`src/rtl/codebook_section_run_encoder_defines.svh`:
```
// assertion macros for the codebook section run encoder
`ifndef CODEBOOK_SECTION_RUN_ENCODER_DEFINES_SVH
`define CODEBOOK_SECTION_RUN_ENCODER_DEFINES_SVH

`ifndef SYNTHESIS
`define CSRE_ASSERT(label, clk, rst_n, prop) \
  label: assert property (@(posedge clk) disable iff (!rst_n) prop) \
    else $error("csre assertion failed");
`define CSRE_ASSERT_NEVER(label, clk, rst_n, cond) \
  label: assert property (@(posedge clk) disable iff (!rst_n) !(cond)) \
    else $error("csre forbidden condition seen");
`else
`define CSRE_ASSERT(label, clk, rst_n, prop)
`define CSRE_ASSERT_NEVER(label, clk, rst_n, cond)
`endif

`endif

```
`src/rtl/csre_pkg.sv`:
```
// types and constants shared by the section run encoder modules
package csre_pkg;

  localparam int unsigned MaxFields = 4;

  localparam logic [2:0] CbWidth  = 3'd4;
  localparam logic [2:0] LenShort = 3'd3;
  localparam logic [2:0] LenLong  = 3'd5;
  localparam logic [4:0] EscShort = 5'd7;
  localparam logic [4:0] EscLong  = 5'd31;

  typedef struct packed {
    logic [4:0] value;
    logic [2:0] width;
  } field_t;

  // all fields caused by one band, count is 1 to MaxFields
  typedef struct packed {
    field_t [MaxFields-1:0] fields;
    logic [2:0]             count;
  } cmd_t;

endpackage

```
`src/rtl/csre_queue.sv`:
```
// command queue between the classifying front end and the field emitter
module csre_queue #(
  parameter int unsigned Depth = 4
) (
  input  logic          clk_i,
  input  logic          rst_ni,
  input  logic          push_i,
  input  csre_pkg::cmd_t push_cmd_i,
  input  logic          pop_i,
  output csre_pkg::cmd_t head_cmd_o,
  output logic          empty_o,
  output logic          full_o
);
  import csre_pkg::*;

  localparam int unsigned PtrW = $clog2(Depth);
  localparam int unsigned CntW = $clog2(Depth + 1);
  localparam logic [PtrW-1:0] LastPtr = PtrW'(Depth - 1);
  localparam logic [CntW-1:0] FullCnt = CntW'(Depth);

  cmd_t            mem_q [Depth];
  logic [PtrW-1:0] wr_ptr_q, wr_ptr_d;
  logic [PtrW-1:0] rd_ptr_q, rd_ptr_d;
  logic [CntW-1:0] cnt_q, cnt_d;

  always_comb begin
    wr_ptr_d = wr_ptr_q;
    rd_ptr_d = rd_ptr_q;
    cnt_d    = cnt_q;
    if (push_i) begin
      wr_ptr_d = (wr_ptr_q == LastPtr) ? '0 : wr_ptr_q + 1'b1;
    end
    if (pop_i) begin
      rd_ptr_d = (rd_ptr_q == LastPtr) ? '0 : rd_ptr_q + 1'b1;
    end
    if (push_i && !pop_i) begin
      cnt_d = cnt_q + 1'b1;
    end else if (!push_i && pop_i) begin
      cnt_d = cnt_q - 1'b1;
    end
  end

  always_ff @(posedge clk_i or negedge rst_ni) begin
    if (!rst_ni) begin
      wr_ptr_q <= '0;
      rd_ptr_q <= '0;
      cnt_q    <= '0;
    end else begin
      wr_ptr_q <= wr_ptr_d;
      rd_ptr_q <= rd_ptr_d;
      cnt_q    <= cnt_d;
    end
  end

  always_ff @(posedge clk_i) begin
    if (push_i) begin
      mem_q[wr_ptr_q] <= push_cmd_i;
    end
  end

  assign head_cmd_o = mem_q[rd_ptr_q];
  assign empty_o    = (cnt_q == '0);
  assign full_o     = (cnt_q == FullCnt);

endmodule

```
`src/rtl/csre_front.sv`:
```
// front end: takes bands, tracks the run and builds the field list per band
module csre_front (
  input  logic           clk_i,
  input  logic           rst_ni,
  input  logic           short_window_i,
  input  logic           in_valid_i,
  output logic           in_stall_o,
  input  logic [3:0]     codebook_i,
  input  logic           group_end_i,
  input  logic           queue_full_i,
  output logic           push_o,
  output csre_pkg::cmd_t push_cmd_o
);
  import csre_pkg::*;

  logic [4:0] run_len_q, run_len_d;
  logic [3:0] prev_cb_q, prev_cb_d;
  logic       in_group_q;
  logic       accept;
  logic [4:0] esc;
  logic [2:0] len;
  logic [4:0] run;
  logic [2:0] n;
  cmd_t       cmd;

  assign in_stall_o = queue_full_i;
  assign accept     = in_valid_i && !queue_full_i;

  always_comb begin
    esc       = short_window_i ? EscShort : EscLong;
    len       = short_window_i ? LenShort : LenLong;
    // a run stored under long windows may exceed the short escape
    run       = (run_len_q > esc) ? esc : run_len_q;
    prev_cb_d = prev_cb_q;
    cmd       = '0;
    n         = '0;

    if (!in_group_q) begin
      cmd.fields[n[1:0]].value = {1'b0, codebook_i};
      cmd.fields[n[1:0]].width = CbWidth;
      n         = n + 3'd1;
      run       = 5'd1;
      prev_cb_d = codebook_i;
    end else if (codebook_i != prev_cb_q) begin
      cmd.fields[n[1:0]].value = run;
      cmd.fields[n[1:0]].width = len;
      n = n + 3'd1;
      if (run == esc) begin
        cmd.fields[n[1:0]].value = '0;
        cmd.fields[n[1:0]].width = len;
        n = n + 3'd1;
      end
      cmd.fields[n[1:0]].value = {1'b0, codebook_i};
      cmd.fields[n[1:0]].width = CbWidth;
      n         = n + 3'd1;
      run       = 5'd1;
      prev_cb_d = codebook_i;
    end else if (run == esc) begin
      cmd.fields[n[1:0]].value = run;
      cmd.fields[n[1:0]].width = len;
      n   = n + 3'd1;
      run = 5'd1;
    end else begin
      run = run + 5'd1;
    end

    if (group_end_i) begin
      cmd.fields[n[1:0]].value = run;
      cmd.fields[n[1:0]].width = len;
      n = n + 3'd1;
      if (run == esc) begin
        cmd.fields[n[1:0]].value = '0;
        cmd.fields[n[1:0]].width = len;
        n = n + 3'd1;
      end
    end

    cmd.count = n;
    run_len_d = run;
  end

  assign push_o     = accept && (n != '0);
  assign push_cmd_o = cmd;

  always_ff @(posedge clk_i or negedge rst_ni) begin
    if (!rst_ni) begin
      run_len_q  <= '0;
      prev_cb_q  <= '0;
      in_group_q <= 1'b0;
    end else if (accept) begin
      run_len_q  <= run_len_d;
      prev_cb_q  <= prev_cb_d;
      in_group_q <= !group_end_i;
    end
  end

endmodule

```
`src/rtl/csre_back.sv`:
```
// back end: walks the queued field lists and drives the output register
module csre_back (
  input  logic           clk_i,
  input  logic           rst_ni,
  input  csre_pkg::cmd_t head_cmd_i,
  input  logic           queue_empty_i,
  output logic           pop_o,
  output logic           out_valid_o,
  input  logic           out_stall_i,
  output logic [4:0]     field_value_o,
  output logic [2:0]     field_width_o,
  output logic           last_of_run_o
);
  import csre_pkg::*;

  logic [1:0] idx_q;
  logic       out_valid_q;
  logic [4:0] value_q;
  logic [2:0] width_q;
  logic       last_q;
  logic       advance;
  logic       is_last;

  assign advance = !queue_empty_i && (!out_valid_q || !out_stall_i);
  assign is_last = ({1'b0, idx_q} == (head_cmd_i.count - 3'd1));
  assign pop_o   = advance && is_last;

  always_ff @(posedge clk_i or negedge rst_ni) begin
    if (!rst_ni) begin
      idx_q       <= '0;
      out_valid_q <= 1'b0;
    end else if (advance) begin
      out_valid_q <= 1'b1;
      idx_q       <= is_last ? '0 : idx_q + 2'd1;
    end else if (!out_stall_i) begin
      out_valid_q <= 1'b0;
    end
  end

  always_ff @(posedge clk_i) begin
    if (advance) begin
      value_q <= head_cmd_i.fields[idx_q].value;
      width_q <= head_cmd_i.fields[idx_q].width;
      last_q  <= is_last;
    end
  end

  assign out_valid_o   = out_valid_q;
  assign field_value_o = value_q;
  assign field_width_o = width_q;
  assign last_of_run_o = last_q;

endmodule

```
`src/rtl/codebook_section_run_encoder.sv`:
```
// top level of the codebook section run encoder
`include "codebook_section_run_encoder_defines.svh"

// Section data encoder: one 4-bit codebook number per scalefactor band goes in,
// (value, width) bit fields come out, one field per cycle from an output
// register while out_stall_i is low. A band is taken in every cycle while the
// command queue (QueueDepth entries) has room; a band that causes k fields
// keeps the field emitter busy until all k are sent, so the sustained rate is
// one band per cycle for bands that extend a run and lower otherwise, set by
// the single output register. The first field of a band enters the queue at
// the edge that takes it and then passes to the output register. short_window
// is written by cfg_we_i and must only change while no transaction is in flight.
module codebook_section_run_encoder #(
  parameter int unsigned QueueDepth = 4
) (
  input  logic       clk_i,
  input  logic       rst_ni,
  input  logic       cfg_we_i,
  input  logic       cfg_wdata_i,
  input  logic       in_valid_i,
  output logic       in_stall_o,
  input  logic [3:0] codebook_i,
  input  logic       group_end_i,
  output logic       out_valid_o,
  input  logic       out_stall_i,
  output logic [4:0] field_value_o,
  output logic [2:0] field_width_o,
  output logic       last_of_run_o
);
  import csre_pkg::*;

  logic short_window_q;
  logic push;
  logic pop;
  logic q_empty;
  logic q_full;
  cmd_t push_cmd;
  cmd_t head_cmd;

  always_ff @(posedge clk_i or negedge rst_ni) begin
    if (!rst_ni) begin
      short_window_q <= 1'b0;
    end else if (cfg_we_i) begin
      short_window_q <= cfg_wdata_i;
    end
  end

  csre_front u_front (
    .clk_i          (clk_i),
    .rst_ni         (rst_ni),
    .short_window_i (short_window_q),
    .in_valid_i     (in_valid_i),
    .in_stall_o     (in_stall_o),
    .codebook_i     (codebook_i),
    .group_end_i    (group_end_i),
    .queue_full_i   (q_full),
    .push_o         (push),
    .push_cmd_o     (push_cmd)
  );

  csre_queue #(
    .Depth (QueueDepth)
  ) u_queue (
    .clk_i      (clk_i),
    .rst_ni     (rst_ni),
    .push_i     (push),
    .push_cmd_i (push_cmd),
    .pop_i      (pop),
    .head_cmd_o (head_cmd),
    .empty_o    (q_empty),
    .full_o     (q_full)
  );

  csre_back u_back (
    .clk_i         (clk_i),
    .rst_ni        (rst_ni),
    .head_cmd_i    (head_cmd),
    .queue_empty_i (q_empty),
    .pop_o         (pop),
    .out_valid_o   (out_valid_o),
    .out_stall_i   (out_stall_i),
    .field_value_o (field_value_o),
    .field_width_o (field_width_o),
    .last_of_run_o (last_of_run_o)
  );

  `CSRE_ASSERT_NEVER(a_no_push_full, clk_i, rst_ni, push && q_full)
  `CSRE_ASSERT_NEVER(a_no_pop_empty, clk_i, rst_ni, pop && q_empty)
  `CSRE_ASSERT(a_width_legal, clk_i, rst_ni, out_valid_o |-> (field_width_o == LenShort || field_width_o == CbWidth || field_width_o == LenLong))
  `CSRE_ASSERT(a_short_len_range, clk_i, rst_ni, (out_valid_o && field_width_o == LenShort) |-> (field_value_o <= EscShort))

endmodule
```
`config.mk`:
```
export PLATFORM = sky130hd
export DESIGN_NAME = codebook_section_run_encoder
export DESIGN_NICKNAME = d
export VERILOG_FILES = /design/src/rtl/csre_pkg.sv /design/src/rtl/csre_queue.sv /design/src/rtl/csre_front.sv /design/src/rtl/csre_back.sv /design/src/rtl/codebook_section_run_encoder.sv
export VERILOG_INCLUDE_DIRS = /design/src /design/src/rtl
export SDC_FILE = /design/constraint.sdc
export NUM_CORES = 1
export LEC_CHECK = 0
export ABC_CLOCK_PERIOD_IN_PS = 5000
export BUFFER_PORTS_ARGS = -buffer_cell sky130_fd_sc_hd__buf_2
export CAP_MARGIN = 20
export CORE_MARGIN = 3
export CORE_UTILIZATION = 30
export CTS_CLUSTER_DIAMETER = 80
export DETAILED_ROUTE_END_ITERATION = 8
export PLACE_DENSITY = 0.41
export SYNTH_ARGS = -nofsm -noshare
export SYNTH_HDL_FRONTEND = slang
export SYNTH_SLANG_ARGS = --single-unit
```
`constraint.sdc`:
```
create_clock -name clk_i -period 5 [get_ports clk_i]
set_clock_uncertainty 0.05 [all_clocks]
set_input_delay 1.25 -clock clk_i [delete_from_list [all_inputs] [get_ports clk_i]]
set_output_delay 1.25 -clock clk_i [all_outputs]
set_load 0.1 [all_outputs]
```
Word-level counts from Yosys, hierarchy flattened
Memories as Yosys holds them, arrays and structs flattened.
Cells that the tools add are included.
{"block": "classes", "n_addsub": 10, "order_cmp": 8, "eq_ne": 9, "muxes": 55, "reduce_logical": 21}
{"op": "bitwise mux 32 bit", "count": 6}
{"op": "demux 8 bit (select 2 bit)", "count": 6}
{"op": "2-to-1 mux 8 bit", "count": 9}
{"op": "2-to-1 mux 32 bit", "count": 2}
{"op": "2-to-1 mux 24 bit", "count": 2}
{"op": "2-to-1 mux 3 bit", "count": 13}
{"op": "2-to-1 mux 5 bit", "count": 5}
{"op": "binary-select mux 8 bit (select 2 bit)", "count": 1}
{"op": "adder 3 x 1 -> 3 bit (second input constant)", "count": 4}
{"op": "< comparator 2 x 3 -> 1 bit (second input constant)", "count": 4}
{"op": "equality test 5 bit", "count": 2}
{"op": "logical AND 1 bit", "count": 9}
{"op": "2-to-1 mux 2 bit", "count": 4}
{"op": "2-to-1 mux 4 bit", "count": 2}
{"op": "zero test 1 bit", "count": 7}
{"op": "adder 2 x 1 -> 2 bit (second input constant)", "count": 3}
{"op": "greater-or-equal comparator 2 x 1 -> 1 bit (second input constant)", "count": 3}
{"op": "subtractor 3 x 1 -> 3 bit (second input constant)", "count": 2}
{"op": "adder 5 x 1 -> 5 bit (second input constant)", "count": 1}
{"op": "greater-than comparator 5 bit", "count": 1}
{"op": "2-to-1 mux 1 bit", "count": 5}
{"op": "equality test 2 bit (second input constant)", "count": 2}
{"op": "!= test 4 bit", "count": 1}
{"op": "equality test 2 x 3 -> 1 bit", "count": 1}
{"op": "8 further kinds", "count": 8}
{"block": "totals", "ff_bits": 30, "mem_bits_rw": 140, "inputBits": 11, "wordCells": 116, "n_memories": 1}
{"memory": "u_queue.mem_q", "words": 4, "word_bits": 35, "rd": 1, "rd_clocked_by_memory_dff": 0, "write_ports": 1, "line_no": "csre_queue.sv:21", "source": "cmd_t mem_q [Depth];"}

Longest topological paths before layout
{"block": "depth", "ltp_word": 21, "mapped_depth": 17, "ltp_nobuf": 17}

Hierarchy
From an unflattened synthesis, not the netlist that was laid out.
{"block": "hier_totals", "cells_unflattened": 486, "hier_area_um2": 7806.2}
{"module": "csre_queue", "n_inst": 1, "cells_per_inst": 220, "area_per_inst_um2": 5521.5}
{"module": "csre_front", "n_inst": 1, "cells_per_inst": 223, "area_per_inst_um2": 1554.0}
{"module": "csre_back", "n_inst": 1, "cells_per_inst": 41, "area_per_inst_um2": 690.7}
{"module": "codebook_section_run_encoder", "n_inst": 1, "cells_per_inst": 2, "area_per_inst_um2": 40.0}

Worst setup path after synthesis
OpenSTA, ideal clock, no wires.
{"block": "synth_timing", "kind": "flip-flop to flip-flop", "start": "register u_queue.cnt_q[0]", "end": "register u_queue.cnt_q[1]", "setup_ps": 125, "arrival_time_ps": 4314, "required_time_ps": 4825, "path_slack_ps": 511, "stages_incl_launch_ff": 9, "synth_period_minus_slack_ps": 4489, "cell_sequence": "dfrtp_1 > nor3b_1 > nand2b_1 > clkbuf_1 > a311oi_2 > ha_1 > inv_1 > fa_1 > mux2_2"}
{"block": "synth_via", "word_cells_on_any_way": 17, "cone_classes": "add/sub (2); eq/ne (1); mux (2); reduce/logical (12)"}
{"item": "start: declaration", "line_no": "csre_queue.sv:24", "source": "logic [CntW-1:0] cnt_q, cnt_d;"}
{"item": "start signal: assignment", "line_no": "csre_queue.sv:51", "source": "cnt_q <= cnt_d;"}
{"item": "equality test 3 bit", "line_no": "csre_queue.sv:63", "source": "assign full_o = (cnt_q == FullCnt);"}
{"item": "via in_stall_o", "line_no": "codebook_section_run_encoder.sv:21", "source": "output logic in_stall_o,"}
{"item": "zero test 1 bit", "line_no": "csre_front.sv:27", "source": "assign accept = in_valid_i && !queue_full_i;"}
{"item": "logical AND 1 bit", "line_no": "csre_front.sv:27"}
{"item": "logical AND 1 bit", "line_no": "csre_front.sv:82", "source": "assign push_o = accept && (n != '0);"}
{"item": "via push", "line_no": "codebook_section_run_encoder.sv:33", "source": "logic push;"}
{"item": "logical AND 1 bit", "line_no": "csre_queue.sv:36", "source": "if (push_i && !pop_i) begin"}
{"item": "2-to-1 mux 3 bit", "line_no": "csre_queue.sv:36"}
{"item": "via u_queue.cnt_d[1]", "line_no": "csre_queue.sv:24"}
The timed path passes the listed nets, and every way through them passes these cells. The select of a mux whose other input is x is not followed.
A chain may end at the register's enable or synchronous reset.

Worst setup path in the final report
{"block": "layout_timing", "start": "register short_window_q", "end": "register u_queue.cnt_q[2]"}
{"block": "layout_via", "elab_chain_len": 19, "word_cells_on_any_way": 27, "cone_classes": "add/sub (4); order compare (1); eq/ne (2); mux (14); reduce/logical (6)"}
{"item": "start: declaration", "line_no": "codebook_section_run_encoder.sv:32", "source": "logic short_window_q;"}
{"item": "start signal: assignment", "line_no": "codebook_section_run_encoder.sv:44", "source": "short_window_q <= cfg_wdata_i;"}
{"item": "2-to-1 mux 5 bit *", "line_no": "csre_front.sv:30", "source": "esc = short_window_i ? EscShort : EscLong;"}
{"item": "greater-than comparator 5 bit", "line_no": "csre_front.sv:33", "source": "run = (run_len_q > esc) ? esc : run_len_q;"}
{"item": "2-to-1 mux 5 bit", "line_no": "csre_front.sv:33"}
{"item": "equality test 5 bit", "line_no": "csre_front.sv:48, csre_front.sv:58"}
{"item": "2-to-1 mux 2 bit", "line_no": "csre_front.sv:48", "source": "if (run == esc) begin"}
{"item": "2-to-1 mux 3 bit", "line_no": "csre_front.sv:44", "source": "end else if (codebook_i != prev_cb_q) begin"}
{"item": "2-to-1 mux 3 bit", "line_no": "csre_front.sv:38", "source": "if (!in_group_q) begin"}
{"item": "adder 3 x 1 -> 3 bit", "line_no": "csre_front.sv:55", "source": "n = n + 3'd1;"}
{"item": "(+4 left out)"}
{"item": "2-to-1 mux 3 bit", "line_no": "csre_front.sv:71", "source": "if (run == esc) begin"}
{"item": "2-to-1 mux 3 bit *", "line_no": "csre_front.sv:67", "source": "if (group_end_i) begin"}
{"item": "nonzero test 3 bit *", "line_no": "csre_front.sv:82"}
{"item": "logical AND 1 bit *", "line_no": "csre_front.sv:82"}
{"item": "via push", "line_no": "codebook_section_run_encoder.sv:33"}
{"item": "zero test 1 bit", "line_no": "csre_queue.sv:38", "source": "end else if (!push_i && pop_i) begin"}
{"item": "logical AND 1 bit", "line_no": "csre_queue.sv:38"}
{"item": "nonzero test 2 bit (no source line)"}
Mark *: on every way through the listed nets, which the timed path passes. The rest lies on a longest branch. The select of a mux whose other input is x is not followed.

==> flow_metrics.py <==
metrics = {
    "sta": {
        "fmax_ghz": 0.222,
        "tns_ns": 0,
        "hold_ws_ns": 0.450,
        "setup_violations": 0,
        "worst_slew_pin_slew_ns": 0.886,
        "rsz0062_at_grt": "no",
        "period_share_pct": 89.9,
        "fin_crit_ns": 4.50,
        "relSlewSlack_pct": 40.9,
        "slew_violations": 0,
        "timing_hold_violations_final": 0,
    },
    "synth": {
        "synth-seq-area-share_pct": 65.6,
        "synth_cell_types": 56,
        "synth_top_area_cell": "edfxtp_1",
        "synth-seq-cells": 166,
        "synthFlopType": "edfxtp_1",
        "syn_inst": 460,
        "syn_nets": 486,
        "synth_edf_count": 145,
        "synthArstFlopShare_pct": 12.7,
        "synth_warnings": 0,
        "synth_area_per_cell_um2": 16.2,
        "synth_area_um2": 7430,
        "yosys.area.top_type_share_pct": 58.6,
        "synthTopCellsByArea": "edfxtp_1 (59%), mux4_2 (13%), dfrtp_1 (7.1%)",
    },
    "floorplan": {
        "std_cell_rows": 56,
        "io_pins": 22,
        "die_x_um": 163,
        "start_util_pct": 31.1,
        "dieArea_um2": 26700,
        "fp.dieH_um": 163,
        "core-area_um2": 23900,
    },
    "clock_tree": {
        "cts.sinks": 166,
        "numCtsBuffers": 17,
        "cts_root_buffer": "clkbuf_16",
        "cts_hold_buf": 0,
        "clock_latency_ns": 0.42,
        "h-tree-depth": 4,
        "clk_path_buf_depth": 2,
        "clk_pin_slew_ns": 0.07,
        "cts_tree": "yes",
    },
    "drt": {
        "dr.pass1.iters": 4,
        "avgViaCountPerCell": 4.90,
        "drtIter0Drc": 368,
        "wl_um": 16300,
        "vias": 4001,
        "final_antenna_net_count": 0,
        "drc": 0,
        "wl_per_cell_um": 20.0,
    },
    "setup_path": {
        "worstPathRequired_ns": 5.30,
        "path_common_cell": "ha_1",
        "r2r_start": "short_window_q",
        "start_kind": "flip-flop",
        "cp_slowest_cell": "dfrtp_2",
        "arrival_ns": 4.79,
        "crit_fanout": 18,
        "rrSetupSlack_ns": 0.50,
        "worstSetupPathType": "flip-flop to flip-flop",
        "ff2ff_path_depth": 17,
        "critPathMaxStageDelay_ns": 0.52,
        "r2r-end": "u_queue.cnt_q[2]",
        "worstPathCellList": "ha_1, a21o_2, nor2_1, inv_1, ha_1, o211ai_1, nand3_2, ha_1, nand2_1, nor3_1, a311oi_2, ha_1, inv_1, fa_1, xor2_1, nor2_1, xor2_1",
        "end_kind": "flip-flop",
    },
    "pwr": {
        "p_per_area_nw_per_um2": 592,
        "ir_drop_mv": 0.297,
        "p_leak_nw": 2.84,
    },
    "hold_path": {
        "hold_class": "flip-flop to flip-flop",
        "holdPathEnd": "u_queue.cnt_q[2]",
        "min_path_cells": 1,
        "hold_path.startpoint": "u_queue.cnt_q[2]",
    },
    "finish": {
        "nets": 510,
        "area_delta_synth_final_pct": 14.3,
        "postLayoutCoreUtil_pct": 35.6,
        "n_antenna_cell": 0,
        "fin_area_um2": 8500,
        "nFillCells": 2256,
        "layout-drive-gt1-share_pct": 25.8,
        "final_cells": 816,
    },
    "global_routing": {
        "grt_start_max_net_pins": 35,
        "grt_pass1_wl_um": 25400,
        "grt_antenna_before_repair": 0,
        "grt_pass1_vias": 4121,
        "grt_overflow": 0,
        "grt_usage_pct": 13.0,
    },
    "placement": {
        "dp.cells": 784,
        "place_congestion": 0.870,
        "numPortBuffers": 21,
        "placed_area_um2": 7950,
        "place_hpwl_um": 11000,
    },
    "outcome": {
        "status": "finished clean",
    },
    "job": {
        "max-cap-violations": 0,
    },
}
[worst max-delay path, delay by kind of cell, from the launching register on]
| family | cells | cell delay (ns) |
|---|---|---|
| fa+ha+maj | 5 | 1.73 |
| simple gates | 5 | 0.71 |
| flops | 1 | 0.52 |
| buf+inv | 2 | 0.19 |
| xor+xnor | 2 | 0.33 |
| compound gates | 3 | 0.86 |
[timing repair]
action | 4_1_cts | 5_1_grt
gates resized for setup | 0 | 1
setup buffers | 0 | 0
endpoints found under the setup margin | 0 | 1
[synth_stat cells (6+ instances only)]
cell      instances
inv_1            11
a21oi_1          12
dfrtp_1          21
and2_1            9
ha_1             14
mux4_2           42
xnor2_1           8
mux2_2            7
nor3_1           10
buf_2             6
nand3_1           6
edfxtp_1        145
a211oi_1          9
nand2_1          32
nor2_1           26
o21ai_0          21
clkbuf_1         14
[worst max-delay path by stage]
stage	start	endpoint	slack, ns	cells past startpoint
finish	short_window_q	u_queue.cnt_q[2]	0.50	17
global route	short_window_q	u_queue.cnt_q[2]	0.08	17
CTS	short_window_q	u_queue.cnt_q[2]	0.34	17
detailed placement	short_window_q	u_queue.cnt_q[2]	0.41	17
global placement	short_window_q	u_queue.cnt_q[2]	0.58	17
floorplan	u_queue.cnt_q[0]	u_queue.cnt_q[1]	0.51	8
[final cells by class]
cell class / count / area [um^2] / share of cell area [%]
Tap cell: 319 / 399 / 4.70
Clock inverter: 15 / 120 / 1.41
Multi-Input combinational cell: 258 / 2410 / 28.4
Sequential cell: 166 / 4880 / 57.4
Clock buffer: 17 / 425 / 5.01
Timing Repair Buffer: 29 / 215 / 2.53
Inverter: 12 / 46.3 / 0.545
[through the flow]
step	setup WS [ns]	power [W]
after floorplan	0.511	0.00342
after global placement	0.582	0.00388
after detailed placement	0.414	0.00390
after CTS	0.343	0.00512
after global routing	0.0822	0.00532
final	0.504	0.00503
[sequential cells by signal, summed over array words and instances, names as in the netlist]
name	cells
short_window_q	1
u_front.prev_cb_q	4
u_front.in_group_q	1
u_back.out_valid_o	1
u_back.field_value_o	5
u_back.field_width_o	3
u_front.run_len_q	5
u_queue.rd_ptr_q	2
u_back.last_of_run_o	1
u_queue.cnt_q	3
u_back.idx_q	2
u_queue.wr_ptr_q	2
u_queue.mem_q	136
[layout by cell type (no fill, tap or decap), drive strengths merged, types with 2 or more instances in the layout]
cell      netlist  routed
and3            4       4
or3             3       3
nand4           2       2
mux2i           4       4
nand2b          4       4
clkinvlp        0       3
a21o            2       2
o21ai          23      23
a211oi          9       9
edfxtp        145     145
nand2          32      32
clkinv          1       6
mux4           42      42
inv            11      18
o211ai          3       3
xnor2           8       8
and4            2       2
a22oi           3       3
o31ai           2       2
nor3           11      11
buf            10      29
xor2            3       3
a31oi           3       3
nand3           8       8
nor2           27      27
mux2            8       8
dfrtp          21      21
clkbuf         14      17
nor3b           4       4
a21oi          12      12
a311oi          3       3
a221oi          2       2
and2            9       9
ha             14      14
[power breakdown]
part	total, W	switching, W	internal (W)
clock	0.00121	0.000565	0.000647
combinational	0.00168	0.00100	0.000673
sequential	0.00214	0.000219	0.00192
[routing by layer]
| layer | up-vias | global-route usage (%) | part of all wire, % |
|---|---|---|---|
| met1 | 2062 | 18.7 | 49 |
| met4 | 0 | 4.69 | 1.8 |
| met2 | 64 | 19.9 | 46 |
| li1 | 1857 | - | - |
| met3 | 18 | 2.36 | 2.7 |
| met5 | - | 0 | 0 |
[cells by family after synthesis]
logic type	after synthesis	share of synthesized area, %
flops	166	65.6
buf+inv	36	2.04
simple gates	109	7.66
compound gates	69	6.21
mux	54	14.5
fa+ha+maj	15	2.63
xor+xnor	11	1.30
No activity file was read; power rests on OpenSTA's default activity.
